--- src/rtl/core/oust_pkg.sv ---
// Shared types for the ordered unique set table: request codes, states, command and status.
package oust_pkg;

    typedef enum logic [2:0] {
        REQ_INSERT   = 3'd0,
        REQ_REMOVE   = 3'd1,
        REQ_CONTAINS = 3'd2,
        REQ_FIRST    = 3'd3,
        REQ_NEXT     = 3'd4
    } t_req;

    typedef enum logic [2:0] {
        ST_IDLE,
        ST_SEARCH,
        ST_DECIDE,
        ST_SHIFT_INS,
        ST_SHIFT_REM,
        ST_READ_WAIT
    } t_state;

    typedef enum logic [1:0] {
        RA_CUR,
        RA_CUR_M1,
        RA_ZERO,
        RA_POS_P1
    } t_rd_sel;

    typedef struct packed {
        logic    load;
        logic    search_step;
        logic    ins_init;
        logic    ins_step;
        logic    rem_init;
        logic    rem_step;
        logic    shift_wr;
        logic    front_wr;
        logic    dec_count;
        t_rd_sel rd_sel;
        logic    res_valid;
        logic    res_ok;
        logic    res_full;
        logic    res_use_data;
    } t_cmd;

    typedef struct packed {
        t_req req;
        logic hit_now;
        logic pvld;
        logic found;
        logic cur_zero;
        logic cur_end;
        logic full;
        logic empty;
        logic next_ok;
    } t_status;

endpackage

--- src/rtl/core/oust_dp.sv ---
// Datapath of the ordered unique set table: key memory, cursor, count and result registers.
module oust_dp #(
    parameter int CAPACITY = 64
) (
    input  logic              i_clk,
    input  logic              i_rst_n,
    input  logic [2:0]        i_req_type,
    input  logic signed [31:0] i_key,
    input  oust_pkg::t_cmd    i_cmd,
    output oust_pkg::t_status o_status,
    output logic              o_done,
    output logic              o_ok,
    output logic              o_full_res,
    output logic signed [31:0] o_value
);

    localparam int CW = $clog2(CAPACITY + 1);
    localparam int AW = $clog2(CAPACITY);

    logic [31:0]     mem [CAPACITY];

    oust_pkg::t_req  r_req;
    logic [31:0]     r_key;
    logic [CW-1:0]   r_count;
    logic [CW-1:0]   r_cur;
    logic [CW-1:0]   r_pidx;
    logic            r_pvld;
    logic [CW-1:0]   r_pos;
    logic            r_found;
    logic [31:0]     r_rdata;
    logic            r_done;
    logic            r_ok;
    logic            r_full;
    logic [31:0]     r_value;

    logic [CW-1:0]   pos_p1;
    logic [CW-1:0]   rd_idx;
    logic            hit_now;
    logic            cur_end;
    logic            cur_zero;
    logic            wr_en;
    logic [AW-1:0]   wr_addr;
    logic [31:0]     wr_data;

    assign pos_p1   = r_pos + CW'(1);
    assign hit_now  = r_pvld && (r_rdata == r_key);
    assign cur_end  = (r_cur >= r_count);
    assign cur_zero = (r_cur == '0);

    always_comb begin
        unique case (i_cmd.rd_sel)
            oust_pkg::RA_CUR:    rd_idx = r_cur;
            oust_pkg::RA_CUR_M1: rd_idx = r_cur - CW'(1);
            oust_pkg::RA_ZERO:   rd_idx = '0;
            oust_pkg::RA_POS_P1: rd_idx = pos_p1;
            default:             rd_idx = r_cur;
        endcase
    end

    // Shift moves copy the word read in the previous cycle to the slot tagged with it.
    always_comb begin
        wr_en   = 1'b0;
        wr_addr = r_pidx[AW-1:0];
        wr_data = r_rdata;
        if (i_cmd.shift_wr && r_pvld) begin
            wr_en = 1'b1;
        end else if (i_cmd.front_wr) begin
            wr_en   = 1'b1;
            wr_addr = '0;
            wr_data = r_key;
        end
    end

    always_ff @(posedge i_clk) begin
        if (wr_en) begin
            mem[wr_addr] <= wr_data;
        end
        r_rdata <= mem[rd_idx[AW-1:0]];
    end

    // Control registers.
    always_ff @(posedge i_clk) begin
        if (!i_rst_n) begin
            r_count <= '0;
            r_pvld  <= 1'b0;
            r_found <= 1'b0;
            r_done  <= 1'b0;
        end else begin
            r_done <= i_cmd.res_valid;
            if (i_cmd.load) begin
                r_pvld  <= 1'b0;
                r_found <= 1'b0;
            end else if (i_cmd.search_step) begin
                if (hit_now) begin
                    r_found <= 1'b1;
                end
                r_pvld <= !cur_end;
            end else if (i_cmd.ins_init || i_cmd.rem_init) begin
                r_pvld <= 1'b0;
            end else if (i_cmd.ins_step) begin
                r_pvld <= !cur_zero;
            end else if (i_cmd.rem_step) begin
                r_pvld <= !cur_end;
            end
            if (i_cmd.front_wr) begin
                r_count <= r_count + CW'(1);
            end else if (i_cmd.dec_count) begin
                r_count <= r_count - CW'(1);
            end
        end
    end

    // Payload registers.
    always_ff @(posedge i_clk) begin
        if (i_cmd.load) begin
            r_req <= oust_pkg::t_req'(i_req_type);
            r_key <= i_key;
            r_cur <= '0;
        end else if (i_cmd.search_step) begin
            if (hit_now) begin
                r_pos <= r_pidx;
            end
            r_pidx <= r_cur;
            if (!cur_end) begin
                r_cur <= r_cur + CW'(1);
            end
        end else if (i_cmd.ins_init) begin
            r_cur <= r_count;
        end else if (i_cmd.rem_init) begin
            r_cur <= pos_p1;
        end else if (i_cmd.ins_step) begin
            if (!cur_zero) begin
                r_pidx <= r_cur;
                r_cur  <= r_cur - CW'(1);
            end
        end else if (i_cmd.rem_step) begin
            if (!cur_end) begin
                r_pidx <= r_cur - CW'(1);
                r_cur  <= r_cur + CW'(1);
            end
        end
        if (i_cmd.res_valid) begin
            r_ok    <= i_cmd.res_ok;
            r_full  <= i_cmd.res_full;
            r_value <= i_cmd.res_use_data ? r_rdata : '0;
        end
    end

    assign o_status.req      = r_req;
    assign o_status.hit_now  = hit_now;
    assign o_status.pvld     = r_pvld;
    assign o_status.found    = r_found;
    assign o_status.cur_zero = cur_zero;
    assign o_status.cur_end  = cur_end;
    assign o_status.full     = (r_count == CW'(CAPACITY));
    assign o_status.empty    = (r_count == '0);
    assign o_status.next_ok  = (pos_p1 < r_count);

    assign o_done     = r_done;
    assign o_ok       = r_ok;
    assign o_full_res = r_full;
    assign o_value    = r_value;

endmodule

--- src/rtl/core/oust_ctrl.sv ---
// Controller of the ordered unique set table: sequences search, shift and read phases.
module oust_ctrl (
    input  logic              i_clk,
    input  logic              i_rst_n,
    input  logic              start,
    input  oust_pkg::t_status i_status,
    output logic              busy,
    output oust_pkg::t_cmd    o_cmd
);

    oust_pkg::t_state r_state;
    oust_pkg::t_state n_state;

    always_ff @(posedge i_clk) begin
        if (!i_rst_n) begin
            r_state <= oust_pkg::ST_IDLE;
        end else begin
            r_state <= n_state;
        end
    end

    always_comb begin
        n_state = r_state;
        unique case (r_state)
            oust_pkg::ST_IDLE: begin
                if (start) begin
                    n_state = oust_pkg::ST_SEARCH;
                end
            end
            oust_pkg::ST_SEARCH: begin
                if (i_status.hit_now || (i_status.cur_end && !i_status.pvld)) begin
                    n_state = oust_pkg::ST_DECIDE;
                end
            end
            oust_pkg::ST_DECIDE: begin
                n_state = oust_pkg::ST_IDLE;
                unique case (i_status.req)
                    oust_pkg::REQ_INSERT: begin
                        if (!i_status.found && !i_status.full) begin
                            n_state = oust_pkg::ST_SHIFT_INS;
                        end
                    end
                    oust_pkg::REQ_REMOVE: begin
                        if (i_status.found) begin
                            n_state = oust_pkg::ST_SHIFT_REM;
                        end
                    end
                    oust_pkg::REQ_FIRST: begin
                        if (!i_status.empty) begin
                            n_state = oust_pkg::ST_READ_WAIT;
                        end
                    end
                    oust_pkg::REQ_NEXT: begin
                        if (i_status.found && i_status.next_ok) begin
                            n_state = oust_pkg::ST_READ_WAIT;
                        end
                    end
                    default: n_state = oust_pkg::ST_IDLE;
                endcase
            end
            oust_pkg::ST_SHIFT_INS: begin
                if (i_status.cur_zero && !i_status.pvld) begin
                    n_state = oust_pkg::ST_IDLE;
                end
            end
            oust_pkg::ST_SHIFT_REM: begin
                if (i_status.cur_end && !i_status.pvld) begin
                    n_state = oust_pkg::ST_IDLE;
                end
            end
            oust_pkg::ST_READ_WAIT: n_state = oust_pkg::ST_IDLE;
            default:                n_state = oust_pkg::ST_IDLE;
        endcase
    end

    always_comb begin
        o_cmd        = '0;
        o_cmd.rd_sel = oust_pkg::RA_CUR;
        unique case (r_state)
            oust_pkg::ST_IDLE: begin
                o_cmd.load = start;
            end
            oust_pkg::ST_SEARCH: begin
                o_cmd.search_step = 1'b1;
            end
            oust_pkg::ST_DECIDE: begin
                unique case (i_status.req)
                    oust_pkg::REQ_INSERT: begin
                        if (i_status.found) begin
                            o_cmd.res_valid = 1'b1;
                        end else if (i_status.full) begin
                            o_cmd.res_valid = 1'b1;
                            o_cmd.res_full  = 1'b1;
                        end else begin
                            o_cmd.ins_init = 1'b1;
                        end
                    end
                    oust_pkg::REQ_REMOVE: begin
                        if (i_status.found) begin
                            o_cmd.rem_init = 1'b1;
                        end else begin
                            o_cmd.res_valid = 1'b1;
                        end
                    end
                    oust_pkg::REQ_CONTAINS: begin
                        o_cmd.res_valid = 1'b1;
                        o_cmd.res_ok    = i_status.found;
                    end
                    oust_pkg::REQ_FIRST: begin
                        o_cmd.rd_sel    = oust_pkg::RA_ZERO;
                        o_cmd.res_valid = i_status.empty;
                    end
                    oust_pkg::REQ_NEXT: begin
                        o_cmd.rd_sel    = oust_pkg::RA_POS_P1;
                        o_cmd.res_valid = !(i_status.found && i_status.next_ok);
                    end
                    default: o_cmd.res_valid = 1'b1;
                endcase
            end
            oust_pkg::ST_SHIFT_INS: begin
                o_cmd.rd_sel   = oust_pkg::RA_CUR_M1;
                o_cmd.ins_step = 1'b1;
                o_cmd.shift_wr = 1'b1;
                if (i_status.cur_zero && !i_status.pvld) begin
                    o_cmd.front_wr  = 1'b1;
                    o_cmd.res_valid = 1'b1;
                    o_cmd.res_ok    = 1'b1;
                end
            end
            oust_pkg::ST_SHIFT_REM: begin
                o_cmd.rem_step = 1'b1;
                o_cmd.shift_wr = 1'b1;
                if (i_status.cur_end && !i_status.pvld) begin
                    o_cmd.dec_count = 1'b1;
                    o_cmd.res_valid = 1'b1;
                    o_cmd.res_ok    = 1'b1;
                end
            end
            oust_pkg::ST_READ_WAIT: begin
                o_cmd.res_valid    = 1'b1;
                o_cmd.res_ok       = 1'b1;
                o_cmd.res_use_data = 1'b1;
            end
            default: o_cmd = '0;
        endcase
    end

    assign busy = (r_state != oust_pkg::ST_IDLE);

endmodule

--- src/rtl/core/ordered_unique_set_table.sv ---
// Top level of the ordered unique set table: controller and datapath.
// Usage: a request (i_req_type, i_key) is taken at a rising edge where start is
// high and busy is low. busy stays high while the request is worked on. Each
// request yields one result on o_ok, o_full_res and o_value, shown for exactly
// one cycle with o_done high; the receiver cannot stall it. busy falls in the
// cycle that o_done is high, so the next request may start with that edge.
// A search reads one table slot per cycle through the single read port of the key
// memory and is followed by a decision state. An insert then moves every live key
// back one slot, and a remove closes the gap; first and next add a read state.
// The keys are compared as 32-bit patterns.
// Reset clears the key count, so the table is empty; the key memory itself is
// not cleared, since only live slots are read. Unused request codes give
// ok = 0 and change nothing.
module ordered_unique_set_table #(
    parameter int CAPACITY = 64
) (
    input  logic               i_clk,
    input  logic               i_rst_n,
    input  logic               start,
    output logic               busy,
    input  logic [2:0]         i_req_type,
    input  logic signed [31:0] i_key,
    output logic               o_done,
    output logic               o_ok,
    output logic               o_full_res,
    output logic signed [31:0] o_value
);

    oust_pkg::t_cmd    cmd;
    oust_pkg::t_status status;

    oust_ctrl u_ctrl (
        .i_clk    (i_clk),
        .i_rst_n  (i_rst_n),
        .start    (start),
        .i_status (status),
        .busy     (busy),
        .o_cmd    (cmd)
    );

    oust_dp #(
        .CAPACITY (CAPACITY)
    ) u_dp (
        .i_clk      (i_clk),
        .i_rst_n    (i_rst_n),
        .i_req_type (i_req_type),
        .i_key      (i_key),
        .i_cmd      (cmd),
        .o_status   (status),
        .o_done     (o_done),
        .o_ok       (o_ok),
        .o_full_res (o_full_res),
        .o_value    (o_value)
    );

endmodule

--- config.mk ---
export PLATFORM = sky130hd
export DESIGN_NAME = ordered_unique_set_table
export DESIGN_NICKNAME = d
export VERILOG_FILES = /design/src/rtl/core/oust_pkg.sv /design/src/rtl/core/oust_dp.sv /design/src/rtl/core/oust_ctrl.sv /design/src/rtl/core/ordered_unique_set_table.sv
export SDC_FILE = /design/constraint.sdc
export NUM_CORES = 2
export LEC_CHECK = 0
export CAP_MARGIN = 20
export CORE_UTILIZATION = 60
export CTS_BUF_LIST = sky130_fd_sc_hd__clkbuf_16
export DETAILED_ROUTE_END_ITERATION = 8
export DONT_BUFFER_PORTS = 1
export GPL_TIMING_DRIVEN = 0
export PLACE_DENSITY = 0.76
export SLEW_MARGIN = 15
export SYNTH_ARGS = -nofsm -noshare
export SYNTH_HDL_FRONTEND = slang
export SYNTH_SLANG_ARGS = --single-unit
--- constraint.sdc ---
create_clock -name i_clk -period 10.77 [get_ports i_clk]
set_input_delay 0.5385 -clock i_clk [delete_from_list [all_inputs] [get_ports i_clk]]
set_output_delay 0.5385 -clock i_clk [all_outputs]
set_load 0.05 [all_outputs]
==> flow_summary.ini <==
[run_status]
status = finished, violations left
violations = design-rule violations

[die]
start_util_pct = 60.8
die_x_um = 382
rows = 138
die_h_um = 382
coreArea_um2 = 142000
ioPinCount = 74
die_area_um2 = 146000

[clock_tree]
cts_resized = 0
cts_buffer_depth = 3
cts_tree = yes
cts-root-buf = clkbuf_16
clkSinkCount = 2183
clk_pin_slew_ns = 0.06
cts_hold_buf = 36
cts_buffers = 206
htreeDepth = 4
cts_setup_buffers = 0
clk_latency_ns = 0.88

[critical_path]
start_kind = flip-flop
reg2reg_from = u_dp.r_cur[0]
crit_start = u_dp.r_cur[0]
rrSetupSlack_ns = 4.15
r2r_end = u_dp.r_rdata[8]
endpoint = u_dp.r_rdata[8]
setup.worst_path.end_class = flip-flop
r2r_cells = 12
crit_fanout = 10
crit_type = reg2reg
cp.required_ns = 11.54
critPathArrivalTime_ns = 7.38

[routing]
drt-pass1-iter-count = 9
drt-initial-drc-count = 12214
vias_per_cell = 6.91
routed_wl_um = 299000
wl_per_cell_um = 34.1
drtAntennaViolNets = 0
routed-via-count = 60473
drcViolationCount = 5

[job]
cap_violations = 0

[sta]
clock_skew_ns = 0.0363
rsz0062_at_grt = no
hold_viol_final = 0
final_max_slew_viol_count = 0
worst_slew_pin_slew_ns = 1.37
fmax_mhz = 151
max-slew-margin-rel_pct = 7.52
fin_crit_ns = 6.62
final-setup-viol-count = 0
fin_setup_tns_ns = 0
fin_crit_sh_pct = 61.4

[final_layout]
fin_cells = 8754
drive_gt1_share_pct = 11.5
syn_to_final_growth_pct = 14.6
final_nets = 6739
final_util_pct = 69.7

[global_route]
antenna_found_initial = 32
grt_pass1_wl_um = 409000
grt_max_degree = 65
grtUsageTotal_pct = 40.5
grt_pass1_vias = 55818
grt-ovfl-total = 0

[hold_path]
hp-class = in2reg

[logic_synthesis]
yosys_warnings = 0
synth_edf_count = 2131
synth_seq_cells = 2183
synth_cell_types = 75
synthArstFlopShare_pct = 0
syn_area_um2 = 86500
avgSynthCellArea_um2 = 13.7
synth_ff_type = edfxtp_1
syn_nets = 6357
yosysSeqAreaShare_pct = 75.2
netlist_instances = 6297

[pwr]
vdd_drop_max_uv = 268
p_leak_uw = 0.0344
powerDensity_nw_per_um2 = 287

[placement]
dp.cells = 8309
place.gp.congestion = 1.05
dpl.hpwl_um = 205000
port-buffer-count = 0
==> cells by family after synthesis <==
logic type / synth area share, %
compound gates: 5.19
xor+xnor: 0.527
fa+ha+maj: 0.327
buf+inv: 2.20
flops: 75.2
mux: 3.10
simple gates: 13.4
==> synth_stat cells, drive strengths merged (44+ instances only) <==
library cell / n / area (µm²)
and3: 127 / 795
edfxtp: 2131 / 64000
and2: 44 / 275
nor4: 126 / 801
mux2i: 200 / 2000
nor2: 109 / 409
nand3: 458 / 2290
clkbuf: 164 / 616
a31oi: 57 / 357
a21oi: 333 / 1680
a311oi: 111 / 972
dfxtp: 52 / 1040
o22ai: 118 / 738
nor3: 50 / 262
nand2: 1698 / 6370
buf: 232 / 1210
==> through the flow <==
stage / cell area, µm² / hold WS [ns] / setup slack (ns) / power [µW]
6_report: 99100 / 0.125 / 4.15 / 28400
2_1_floorplan: 86500 / 0.400 / 6.03 / 15800
3_3_place_gp: 88800 / 0.405 / 2.96 / 20200
5_1_grt: 99100 / 0.146 / 4.36 / 28600
4_1_cts: 98800 / 0.0895 / 4.72 / 27500
3_5_place_dp: 92000 / 0.419 / 4.77 / 20700
==> routing by layer <==
layer  GRT usage (%)  wire (µm)
met1            50.2      94600
met4            27.1      23800
met5           0.761        185
met2            57.3     126000
met3            18.0      54300
==> power by group <==
| part | leakage (µW) | internal, µW | switching [µW] |
|---|---|---|---|
| Clock | 0.00337 | 3790 | 3220 |
| Sequential | 0.0195 | 10700 | 213 |
| Combinational | 0.0115 | 2310 | 8140 |
==> cell usage in the layout, fill, tap and decap left out, types with 33 or more instances in the layout <==
master / n
buf_4: 36
a21oi_1: 331
buf_1: 50
nor2_4: 64
a31oi_1: 57
xnor2_1: 37
nor4_1: 102
and2_1: 43
and3_1: 127
buf_16: 33
buf_2: 173
edfxtp_1: 2131
inv_1: 77
mux2i_1: 199
dfxtp_1: 52
clkinv_2: 40
clkinv_1: 43
nor2_1: 44
o22ai_1: 118
nand3_1: 457
dlygate4sd3_1: 36
nand2_1: 1666
clkbuf_16: 207
a311oi_1: 94
clkbuf_1: 161
buf_12: 60
nor3_1: 46
==> registers in the layout, indices dropped and copies added, names as in the netlist, 3 cells and up <==
| signal | flops |
|---|---|
| u_dp.r_pos | 7 |
| u_dp.o_value | 32 |
| u_dp.r_cur | 7 |
| u_dp.r_req | 3 |
| u_ctrl.r_state | 3 |
| u_dp.r_rdata | 32 |
| u_dp.r_key | 32 |
| u_dp.r_count | 7 |
| u_dp.mem | 2048 |
| u_dp.r_pidx | 7 |
==> layout make-up <==
type,count,area (µm²)
plain buffers,396,1830
flip-flops and latches,2183,65000
multi-input cells,3696,20500
clock inverters,171,1240
clock buffers,207,5180
repair buffers,174,2800
well taps,1890,2360
inverters,22,82.6
fillers,9054,43200
diodes,15,37.5
==> worst min path at each step <==
stage | start | cells past startpoint | endpoint | slack, ns
6_report | i_rst_n | 2 | u_dp.r_count[2] | 0.13
5_1_grt | i_rst_n | 2 | u_ctrl.r_state[0] | 0.15
4_1_cts | start | 3 | u_dp.r_cur[1] | 0.09
3_5_place_dp | u_dp.r_pidx[6] | 0 | u_dp.r_pos[6] | 0.42
3_3_place_gp | u_dp.r_pidx[6] | 0 | u_dp.r_pos[6] | 0.41
2_1_floorplan | u_dp.r_pidx[6] | 0 | u_dp.r_pos[6] | 0.40
==> critical path: stages (launching register included) <==
cell      delay, ns
dfxtp_1        0.38
clkbuf_1       0.46
inv_1          0.32
ha_1           0.32
nand2_1        0.14
xor2_1         0.15
mux2i_2        0.83
buf_2          0.55
clkbuf_1       0.74
clkbuf_1       0.82
nand3_1        0.14
a311oi_1       1.15
and3_1         0.48
Power figures use the tool's default switching activity.
